==> src/rtl/pcl_pkg.sv <==
// ----------------------------------------------------------------------------
// pcl_pkg
// Shared types and codes for the per-source connection limiter.
// ----------------------------------------------------------------------------
package pcl_pkg;

    localparam int CNT_W = 9;
    localparam int KEY_W = 32;
    localparam int SID_W = 8;
    localparam int ST_W  = 3;

    // Result status codes
    localparam logic [ST_W-1:0] ST_ACCEPTED     = 3'd0;
    localparam logic [ST_W-1:0] ST_STOPPED      = 3'd1;
    localparam logic [ST_W-1:0] ST_TOTAL_LIMIT  = 3'd2;
    localparam logic [ST_W-1:0] ST_SOURCE_LIMIT = 3'd3;
    localparam logic [ST_W-1:0] ST_TABLE_FULL   = 3'd4;
    localparam logic [ST_W-1:0] ST_UNKNOWN      = 3'd5;

    localparam logic CMD_START = 1'b0;
    localparam logic CMD_STOP  = 1'b1;

    typedef struct packed {
        logic             command;
        logic [SID_W-1:0] session_id;
        logic [KEY_W-1:0] source_ip;
    } t_in_req;

    typedef struct packed {
        logic [ST_W-1:0]  status;
        logic [CNT_W-1:0] active_total;
        logic [CNT_W-1:0] source_count;
    } t_out_req;

    // One source table word; a zero count marks a free entry
    typedef struct packed {
        logic [KEY_W-1:0] key;
        logic [CNT_W-1:0] cnt;
    } t_src_entry;

    // Outcome of one table scan
    typedef struct packed {
        logic             hit;
        logic             free;
        logic [CNT_W-1:0] cnt;
    } t_scan_res;

endpackage

==> src/rtl/pcl_src_mem.sv <==
// ----------------------------------------------------------------------------
// pcl_src_mem
// Source table storage: one write port, one registered read port.
// ----------------------------------------------------------------------------
module pcl_src_mem
    import pcl_pkg::*;
#(
    parameter int DEPTH = 64,
    parameter int AW    = 6
) (
    input  logic          i_clk,
    input  logic          i_we,
    input  logic [AW-1:0] i_waddr,
    input  t_src_entry    i_wdata,
    input  logic          i_re,
    input  logic [AW-1:0] i_raddr,
    output t_src_entry    o_rdata
);

    t_src_entry r_mem [DEPTH];
    t_src_entry r_rdata;

    always_ff @(posedge i_clk) begin
        if (i_we) begin
            r_mem[i_waddr] <= i_wdata;
        end
    end

    always_ff @(posedge i_clk) begin
        if (i_re) begin
            r_rdata <= r_mem[i_raddr];
        end
    end

    assign o_rdata = r_rdata;

endmodule

==> src/rtl/pcl_match_unit.sv <==
// ----------------------------------------------------------------------------
// pcl_match_unit
// Key comparator stepped over the table once per request: records the
// entry holding the key and the lowest free entry.
// ----------------------------------------------------------------------------
module pcl_match_unit
    import pcl_pkg::*;
#(
    parameter int AW = 6
) (
    input  logic             i_clk,
    input  logic             i_rst_n,
    input  logic             i_start,
    input  logic             i_rd_vld,
    input  logic [AW-1:0]    i_rd_idx,
    input  t_src_entry       i_rd_data,
    input  logic [KEY_W-1:0] i_key,
    output t_scan_res        o_res,
    output logic [AW-1:0]    o_hit_idx,
    output logic [AW-1:0]    o_free_idx
);

    logic             r_hit;
    logic             r_free;
    logic [CNT_W-1:0] r_hit_cnt;
    logic [AW-1:0]    r_hit_idx;
    logic [AW-1:0]    r_free_idx;
    logic             used;
    logic             is_hit;
    logic             take_free;

    assign used      = (i_rd_data.cnt != '0);
    assign is_hit    = i_rd_vld && used && (i_rd_data.key == i_key);
    assign take_free = i_rd_vld && !used && !r_free;

    always_ff @(posedge i_clk) begin
        if (!i_rst_n) begin
            r_hit  <= 1'b0;
            r_free <= 1'b0;
        end else if (i_start) begin
            r_hit  <= 1'b0;
            r_free <= 1'b0;
        end else begin
            if (is_hit) begin
                r_hit <= 1'b1;
            end
            if (take_free) begin
                r_free <= 1'b1;
            end
        end
    end

    always_ff @(posedge i_clk) begin
        if (is_hit) begin
            r_hit_idx <= i_rd_idx;
            r_hit_cnt <= i_rd_data.cnt;
        end
        if (take_free) begin
            r_free_idx <= i_rd_idx;
        end
    end

    assign o_res.hit  = r_hit;
    assign o_res.free = r_free;
    assign o_res.cnt  = r_hit_cnt;
    assign o_hit_idx  = r_hit_idx;
    assign o_free_idx = r_free_idx;

endmodule

==> src/rtl/per_source_connection_limiter.sv <==
// ----------------------------------------------------------------------------
// per_source_connection_limiter
// Once a request is accepted, the source table is scanned linearly through
// one comparator (one entry per cycle), then S_WAIT and S_DECIDE follow and
// o_out_valid rises; S_DECIDE holds while the previous result is held by
// i_out_stall. The input stalls until then, so one request is handled at a
// time. Reset: synchronous; afterwards a clearing pass zeroes the source
// table counts, with the input stalled (configuration still taken).
// ----------------------------------------------------------------------------
module per_source_connection_limiter
    import pcl_pkg::*;
#(
    parameter int SESSIONS = 256,
    parameter int SOURCES  = 64
) (
    input  logic        i_clk,
    input  logic        i_rst_n,
    // request in
    input  logic        i_in_valid,
    output logic        o_in_stall,
    input  t_in_req     i_in_req,
    // request out
    output logic        o_out_valid,
    input  logic        i_out_stall,
    output t_out_req    o_out_req,
    // configuration
    input  logic        psel,
    input  logic        penable,
    input  logic        pwrite,
    input  logic [2:0]  paddr,
    input  logic [31:0] pwdata,
    output logic [31:0] prdata,
    output logic        pready
);

    // Session ids are 8 bits wide, so never more than 256 flags are needed
    localparam int SESS_DEPTH = (SESSIONS < 256) ? SESSIONS : 256;
    localparam int SID_AW     = $clog2(SESS_DEPTH);
    localparam int SRC_AW     = $clog2(SOURCES);

    localparam logic [2:0] S_CLEAR  = 3'd0;
    localparam logic [2:0] S_IDLE   = 3'd1;
    localparam logic [2:0] S_SCAN   = 3'd2;
    localparam logic [2:0] S_WAIT   = 3'd3;
    localparam logic [2:0] S_DECIDE = 3'd4;

    localparam logic [SRC_AW-1:0] LAST_SRC = SRC_AW'(SOURCES - 1);

    // ------------------------------------------------------------------
    // Configuration registers
    // ------------------------------------------------------------------
    logic [CNT_W-1:0] r_max_total;
    logic [CNT_W-1:0] r_max_src;
    logic             cfg_wr;

    assign cfg_wr = psel && penable && pwrite && pready;
    assign pready = 1'b1;

    always_ff @(posedge i_clk) begin
        if (!i_rst_n) begin
            r_max_total <= CNT_W'(256);
            r_max_src   <= CNT_W'(16);
        end else if (cfg_wr) begin
            if (paddr[2]) begin
                r_max_src <= pwdata[CNT_W-1:0];
            end else begin
                r_max_total <= pwdata[CNT_W-1:0];
            end
        end
    end

    assign prdata = paddr[2] ? {{(32-CNT_W){1'b0}}, r_max_src}
                             : {{(32-CNT_W){1'b0}}, r_max_total};

    // ------------------------------------------------------------------
    // Sequencer state
    // ------------------------------------------------------------------
    logic [2:0]        r_state;
    logic [SRC_AW-1:0] r_ptr;
    t_in_req           r_req;
    logic              r_rd_vld;
    logic [SRC_AW-1:0] r_rd_idx;
    logic [CNT_W-1:0]  r_total;
    logic [SESS_DEPTH-1:0] r_sess_act;
    logic              r_out_valid;
    t_out_req          r_out_req;

    logic              in_acc;
    logic              out_free;
    logic              commit;

    assign o_in_stall = (r_state != S_IDLE);
    assign in_acc     = i_in_valid && !o_in_stall;
    // Output slot can take a new result this cycle
    assign out_free   = !r_out_valid || !i_out_stall;
    assign commit     = (r_state == S_DECIDE) && out_free;

    // ------------------------------------------------------------------
    // Source table and scan comparator
    // ------------------------------------------------------------------
    t_src_entry        rd_data;
    t_scan_res         scan;
    logic [SRC_AW-1:0] hit_idx;
    logic [SRC_AW-1:0] free_idx;

    logic              mem_we;
    logic [SRC_AW-1:0] mem_waddr;
    t_src_entry        mem_wdata;
    logic              mem_re;

    logic              dec_we;
    logic [SRC_AW-1:0] dec_waddr;
    t_src_entry        dec_wdata;

    assign mem_re = (r_state == S_SCAN);

    // Clearing pass owns the write port until the table is zeroed
    always_comb begin
        if (r_state == S_CLEAR) begin
            mem_we    = 1'b1;
            mem_waddr = r_ptr;
            mem_wdata = '0;
        end else begin
            mem_we    = commit && dec_we;
            mem_waddr = dec_waddr;
            mem_wdata = dec_wdata;
        end
    end

    pcl_src_mem #(
        .DEPTH (SOURCES),
        .AW    (SRC_AW)
    ) u_src_mem (
        .i_clk   (i_clk),
        .i_we    (mem_we),
        .i_waddr (mem_waddr),
        .i_wdata (mem_wdata),
        .i_re    (mem_re),
        .i_raddr (r_ptr),
        .o_rdata (rd_data)
    );

    pcl_match_unit #(
        .AW (SRC_AW)
    ) u_match (
        .i_clk      (i_clk),
        .i_rst_n    (i_rst_n),
        .i_start    (in_acc),
        .i_rd_vld   (r_rd_vld),
        .i_rd_idx   (r_rd_idx),
        .i_rd_data  (rd_data),
        .i_key      (r_req.source_ip),
        .o_res      (scan),
        .o_hit_idx  (hit_idx),
        .o_free_idx (free_idx)
    );

    // ------------------------------------------------------------------
    // Decision, taken once the scan result has settled
    // ------------------------------------------------------------------
    logic              sid_ok;
    logic [SID_AW-1:0] sid_idx;
    logic              r_act;
    logic              act;
    logic [CNT_W-1:0]  cnt;
    logic [ST_W-1:0]   n_status;
    logic [CNT_W-1:0]  n_total;
    logic [CNT_W-1:0]  n_cnt;
    logic              sess_set;
    logic              sess_clr;

    assign sid_ok  = (13'(r_req.session_id) < 13'(SESSIONS));
    assign sid_idx = r_req.session_id[SID_AW-1:0];

    // Session flag of the held request, registered; settled long
    // before the decision as the flags only change on commit
    always_ff @(posedge i_clk) begin
        r_act <= r_sess_act[sid_idx];
    end

    assign act     = sid_ok && r_act;
    // A source without an entry counts as zero
    assign cnt     = scan.hit ? scan.cnt : '0;

    always_comb begin
        n_status  = ST_UNKNOWN;
        n_total   = r_total;
        n_cnt     = cnt;
        sess_set  = 1'b0;
        sess_clr  = 1'b0;
        dec_we    = 1'b0;
        dec_waddr = hit_idx;
        dec_wdata = '{key: r_req.source_ip, cnt: cnt};
        if (r_req.command == CMD_START) begin
            // order: duplicate, total limit, source limit, table full
            priority if (!sid_ok || act) begin
                n_status = ST_UNKNOWN;
            end else if (r_total >= r_max_total) begin
                n_status = ST_TOTAL_LIMIT;
            end else if (cnt >= r_max_src) begin
                n_status = ST_SOURCE_LIMIT;
            end else if (!scan.hit && !scan.free) begin
                n_status = ST_TABLE_FULL;
            end else begin
                n_status      = ST_ACCEPTED;
                n_total       = r_total + 1'b1;
                n_cnt         = cnt + 1'b1;
                sess_set      = 1'b1;
                dec_we        = 1'b1;
                dec_waddr     = scan.hit ? hit_idx : free_idx;
                dec_wdata.cnt = cnt + 1'b1;
            end
        end else begin
            if (!sid_ok || !act) begin
                n_status = ST_UNKNOWN;
            end else begin
                n_status = ST_STOPPED;
                sess_clr = 1'b1;
                if (r_total != '0) begin
                    n_total = r_total - 1'b1;
                end
                // stop of a source with no entry leaves the table alone
                if (scan.hit) begin
                    if (cnt != '0) begin
                        n_cnt = cnt - 1'b1;
                    end
                    dec_we        = 1'b1;
                    dec_wdata.cnt = n_cnt;
                end
            end
        end
    end

    // ------------------------------------------------------------------
    // Sequencer
    // ------------------------------------------------------------------
    always_ff @(posedge i_clk) begin
        if (!i_rst_n) begin
            r_state  <= S_CLEAR;
            r_ptr    <= '0;
            r_rd_vld <= 1'b0;
        end else begin
            r_rd_vld <= mem_re;
            unique case (r_state)
                S_CLEAR: begin
                    if (r_ptr == LAST_SRC) begin
                        r_ptr   <= '0;
                        r_state <= S_IDLE;
                    end else begin
                        r_ptr <= r_ptr + 1'b1;
                    end
                end
                S_IDLE: begin
                    if (in_acc) begin
                        r_ptr   <= '0;
                        r_state <= S_SCAN;
                    end
                end
                S_SCAN: begin
                    if (r_ptr == LAST_SRC) begin
                        r_ptr   <= '0;
                        r_state <= S_WAIT;
                    end else begin
                        r_ptr <= r_ptr + 1'b1;
                    end
                end
                S_WAIT: begin
                    // last table word is compared in this cycle
                    r_state <= S_DECIDE;
                end
                S_DECIDE: begin
                    if (out_free) begin
                        r_state <= S_IDLE;
                    end
                end
                default: begin
                    r_state <= S_IDLE;
                end
            endcase
        end
    end

    always_ff @(posedge i_clk) begin
        r_rd_idx <= r_ptr;
        if (in_acc) begin
            r_req <= i_in_req;
        end
    end

    // Session flags and running total
    always_ff @(posedge i_clk) begin
        if (!i_rst_n) begin
            r_sess_act <= '0;
            r_total    <= '0;
        end else if (commit) begin
            r_total <= n_total;
            if (sess_set) begin
                r_sess_act[sid_idx] <= 1'b1;
            end else if (sess_clr) begin
                r_sess_act[sid_idx] <= 1'b0;
            end
        end
    end

    // ------------------------------------------------------------------
    // Output register
    // ------------------------------------------------------------------
    always_ff @(posedge i_clk) begin
        if (!i_rst_n) begin
            r_out_valid <= 1'b0;
        end else if (commit) begin
            r_out_valid <= 1'b1;
        end else if (!i_out_stall) begin
            r_out_valid <= 1'b0;
        end
    end

    always_ff @(posedge i_clk) begin
        if (commit) begin
            r_out_req.status       <= n_status;
            r_out_req.active_total <= n_total;
            r_out_req.source_count <= n_cnt;
        end
    end

    assign o_out_valid = r_out_valid;
    assign o_out_req   = r_out_req;

`ifndef SYNTHESIS
    a_total_bound: assert property (@(posedge i_clk) disable iff (!i_rst_n)
        r_total <= CNT_W'(SESS_DEPTH))
        else $error("active total beyond session count");

    a_accept_scan: assert property (@(posedge i_clk) disable iff (!i_rst_n)
        in_acc |=> (r_state == S_SCAN) && (r_ptr == '0))
        else $error("accepted request did not start a scan");

    a_out_from_decide: assert property (@(posedge i_clk) disable iff (!i_rst_n)
        $rose(o_out_valid) |-> $past(r_state) == S_DECIDE)
        else $error("result raised outside decision");

    a_write_target: assert property (@(posedge i_clk) disable iff (!i_rst_n)
        (commit && dec_we) |-> (scan.hit || scan.free))
        else $error("table write without a found entry");
`endif

endmodule

==> config.mk <==
export PLATFORM = sky130hd
export DESIGN_NAME = per_source_connection_limiter
export DESIGN_NICKNAME = d
export VERILOG_FILES = /design/src/rtl/pcl_pkg.sv /design/src/rtl/pcl_src_mem.sv /design/src/rtl/pcl_match_unit.sv /design/src/rtl/per_source_connection_limiter.sv
export SDC_FILE = /design/constraint.sdc
export NUM_CORES = 2
export LEC_CHECK = 0
export BUFFER_PORTS_ARGS = -buffer_cell sky130_fd_sc_hd__buf_2
export CAP_MARGIN = 25
export CORE_UTILIZATION = 50
export CTS_CLUSTER_DIAMETER = 80
export CTS_CLUSTER_SIZE = 10
export DETAILED_ROUTE_END_ITERATION = 12
export GPL_TIMING_DRIVEN = 0
export PLACE_DENSITY = 0.63
export SYNTH_ARGS = -nofsm -noshare
export SYNTH_HDL_FRONTEND = slang
export SYNTH_HIERARCHICAL = 1
export SYNTH_SLANG_ARGS = --single-unit
export TNS_END_PERCENT = 30
==> constraint.sdc <==
create_clock -name i_clk -period 7.8 [get_ports i_clk]
set_input_delay 1.56 -clock i_clk [delete_from_list [all_inputs] [get_ports i_clk]]
set_output_delay 1.56 -clock i_clk [all_outputs]
set_load 0.01 [all_outputs]
==> results.txt <==
- Entering global routing, the biggest net connects 65 pins.
* Area enclosed by the die boundary: 239000 um2
- Die width: 489 um
- Worst slack, placed: 1.12 ns
* DR DRC count: 0
- Post-CTS repair timing setup buffer count: 0
- CTS clk-pin slew, worst paths: 0.06 ns
- Power per cell area: 247 nW/um2
- Highest Clock Rate: 145 MHz
* Total global routing track utilization: 0.309
* Root cell of the clock tree: sky130_fd_sc_hd__clkbuf_16
- Buffers placed on the I/O ports in this run total 89.
* Worst stage delay on the critical path: 0.97 ns
- For hold timing, the worst endpoint is u_match/o_hit_idx[0].
* Number of cells traversed by the worst hold path: 0
- The worst register-to-register path has a setup slack of 0.90 ns.
- Switching power share of the total: 0.214
* Site Rows: 178
* Number of global-route vias before repair: 66500
* Static leakage power: 0.0446 uW
- Counting every instance in the synthesized netlist gives 6261.
- Share of final-layout standard cells stronger than drive strength 1: 0.249
- In this run the worst hold path is classified as flop to flop.
- Setup repair after global routing missed its margin: no
* Most used cell along the critical path: sky130_fd_sc_hd__clkbuf_1
- Data arrival time of the critical path: 7.55 ns
- In this run the most critical hold path is launched from r_rd_idx[0].
- Count of yosys warnings during synthesis: 6
- Detailed placement ended at an HPWL of 249 mm.
- The compound-gate portion of the synthesized area was 0.0540.
* Average cell area after synthesis: 19.0 um2
- Of the synthesized area, sequential elements account for 0.746.
- In this run the vertical extent of the chip is 489 um.
* Hold violation total from the final report: 0
- Flop pwr share: 0.523
* Dominant combinational cell family by area after synthesis: multiplexers
- Final count of pins violating max slew: 0
- IO Pins: 139
* Final Setup Violations: 0
* List of most frequent post-synthesis cells: 2748 x sky130_fd_sc_hd__edfxtp_1, 716 x sky130_fd_sc_hd__mux4_2, 394 x sky130_fd_sc_hd__nand2_1
- At the pin with the least slew margin, the transition time is 1.32 ns.
* Total congestion overflow after global routing: 0
- Of the total power, the clock network draws 0.421.
- The final layout contains 7053 nets.
- Once the clock tree was built, the resizer swapped 0 gates to a different size.
- The finished layout holds 10200 standard cells, fillers aside.
- TritonCTS built the clock tree.
* Starting Density: 0.504
* Worst-path cell chain: buf_4 -> clkbuf_1 -> clkbuf_1 -> and2_1 -> ha_1 -> a21oi_1 -> o41ai_2 -> nor3_2 -> and3_1 -> nand3_2 -> mux2i_1 -> o21ai_0 -> clkbuf_1 -> nand4_1 -> nor2_4 -> buf_12 -> buf_16
* Standard cell with the maximum stage delay on the critical path: sky130_fd_sc_hd__nor2_4
- Of the total synthesized cell area, the portion taken by XOR and XNOR cells is 0.00376.
- The tool flagged a number of max-cap violations equal to 0.
- At the end of routability-driven placement, the weighted congestion stood at 0.935.
* Post-synth cell types: 72
* Cell area after synthesis: 119000 um2
* Reg-to-Reg Start: u_match/r_hit
* Simple-gate share of the synthesized area: 0.0322
- Logic gate share of total power: 0.056
* Number of H-tree branching levels: 5
- Highest fanout seen on the critical path: 15
* Filler Cells Inserted: 17300
- Counting flops with an async set or reset pin after synthesis yields a share of 0.
- The synthesized design contains 2748 enable-type register cells.
- After detailed routing, the number of vias per cell comes to 6.69.
* Net switching component of the power: 7220 uW
* Period Utilization, post-route: 0.885
- Kind of start point of the critical path: flop
* Maximum resistive drop on vdd: 0.264 mV
- Most repeated cell in the gate-level netlist after synthesis: sky130_fd_sc_hd__edfxtp_1
- In this run the critical register-to-register path is captured at u_src_mem/r_mem[15][15].
* Maximum buffer depth of the clock tree: 4
- Number of nets still failing antenna checks after routing: 0
* CTS Buf Count: 355
* Area of the core: 236000 um2
- Mux contribution to synthesized area: 0.142
* Worst slew margin: 0.119
- Largest cells by area after synthesis: sky130_fd_sc_hd__edfxtp_1 70%, sky130_fd_sc_hd__mux4_2 14%, sky130_fd_sc_hd__dfxtp_1 5.1%
* Global-route wire length before repair: 509 mm
- The design draws 33800 uW.
- The run finished with clean final reports.
- Setup Crit Path Kind: flop to flop
- For this run, the detailed router's first-pass iteration total came to 6.
- Area delta synth->final: 15.6%
- Min Clock Period, post-route: 6.90 ns
- Detailed-route wire length per cell: 36.3 um
- Area leader, netlist: sky130_fd_sc_hd__edfxtp_1
- For this run, the share of the core covered by cells in the final layout is 0.582.
- Data required time of the critical path: 8.45 ns
- Initial antenna violation count: 16
* Post-route setup slack: 0.897 ns
- Flip-flop and latch count after synthesis: 3051
* Final worst clock skew: 0.0802 ns
- The final layout contains routed wiring with a total length of 369 mm.
- The clock reaches the later pin of the worst-skew pair after 1.00 ns.
* Internal power component: 26600 uW
- Length in cells of the worst reg-to-reg path: 17
- Clock sink total: 3051
- Initial detailed-routing violation count: 10200
- In this run, post-CTS hold repair placed 0 buffers.
- STA classifies the critical path endpoint as a flop.
- After detailed placement, the design holds a cell count of 9734.
- Yosys top cell area share: 0.695
- The most used flip-flop cell after synthesis is sky130_fd_sc_hd__edfxtp_1.
- In the final timing run, aggregate negative setup slack is 0 ns.
- The final route contains 68000 vias.
- Of the total synthesized cell area, the portion taken by full adders, half adders and majority gates is 0.00232.
-- metrics by stage --
stage	instance area, um2	hold slack [ns]
floorplan	119000	0.381
global placement	123000	0.406
detailed placement	128000	0.414
CTS	137000	0.427
global route	137000	0.439
finish	137000	0.426
-- worst max-delay path by stage --
stage | start | endpoint | slack [ns]
finish | u_match/r_hit | u_src_mem/r_mem[15][15] | 0.90
global placement | u_match/r_hit | u_src_mem/r_mem[49][21] | -4.36
floorplan | u_match/r_hit | u_src_mem/r_mem[49][0] | 1.34
global route | u_match/r_hit | u_src_mem/r_mem[15][15] | 0.59
CTS | u_match/r_hit | u_src_mem/r_mem[15][15] | 1.07
detailed placement | u_match/r_hit | u_src_mem/r_mem[15][26] | 1.12
-- sequential cells by signal, indices dropped and copies added (netlist names), 8 cells and up, named ones only --
register,flops
o_out_req,21
sid_idx,8
u_src_mem/o_rdata,41
u_match/r_hit_cnt,9
dec_wdata,32
r_total,9
r_max_total,9
u_src_mem/r_mem,2624
r_max_src,9
-- area by class of cell --
| type | count | area, um2 | area share |
|---|---|---|---|
| Buffer | 420 | 2180 | 0.0159 |
| Timing Repair Buffer | 308 | 4570 | 0.0333 |
| Multi-Input combinational cell | 2779 | 28500 | 0.208 |
| Antenna cell | 4 | 10.0 | 0.0000729 |
| Sequential cell | 3051 | 88600 | 0.646 |
| Tap cell | 3150 | 3940 | 0.0287 |
| Clock buffer | 420 | 9260 | 0.0675 |
| Clock inverter | 8 | 73.8 | 0.000538 |
| Inverter | 33 | 124 | 0.000903 |
-- power groups by stage --
stage	logic [uW]	registers, uW	clock network [uW]
floorplan	1070	18000	0
global placement	1780	18000	0
detailed placement	1870	18000	0
CTS	1880	17700	14400
global route	1960	17700	14900
finish	1910	17700	14200
-- layer usage --
| layer | part of all wire | global-route usage | up-vias | wire (um) |
|---|---|---|---|---|
| met5 | 0.00018 | 0 | - | 65 |
| met4 | 0.050 | 0.139 | 8 | 18400 |
| met1 | 0.37 | 0.418 | 35700 | 136000 |
| met3 | 0.12 | 0.0808 | 915 | 45000 |
| li1 | - | - | 26700 | - |
| met2 | 0.46 | 0.473 | 4675 | 169000 |
-- critical path, delay by kind of cell (launching register included) --
family	cells	cell delay (ns)
AO/OA/AOI/OAI	3	0.55
adder cells (fa/ha/maj)	1	0.25
buffers and inverters	6	1.90
flip-flops	1	0.33
multiplexers	1	0.21
AND/OR/NAND/NOR	6	3.26
-- placed cells by master (no fill, tap or decap), drive strengths merged, types with 18 or more instances in the layout --
| cell type | netlist | layout |
|---|---|---|
| buf | 219 | 526 |
| edfxtp | 2748 | 2748 |
| nor3 | 38 | 38 |
| dfxtp | 303 | 303 |
| o221ai | 28 | 28 |
| a221oi | 74 | 74 |
| xnor2 | 42 | 42 |
| nand2b | 21 | 21 |
| nor2 | 183 | 183 |
| mux4 | 716 | 716 |
| a21oi | 364 | 364 |
| conb | 2 | 24 |
| a22o | 72 | 72 |
| nand3 | 44 | 44 |
| a22oi | 57 | 57 |
| o22ai | 93 | 93 |
| inv | 32 | 35 |
| and2 | 56 | 56 |
| nor2b | 21 | 21 |
| nand2 | 395 | 395 |
| o21ai | 302 | 302 |
| mux2i | 67 | 67 |
| ha | 22 | 22 |
| clkbuf | 201 | 622 |
| nand4 | 18 | 18 |
-- logic make-up after synthesis --
family	count (synthesis)
other	2
and+or+nand+nor	838
adders and majority gates	22
AOI/OAI and AO/OA	1054
xor gates and xnor gates	51
buffers and inverters	453
DFF	3051
muxes	790
Note: power is estimated with default switching activity, not from simulation.
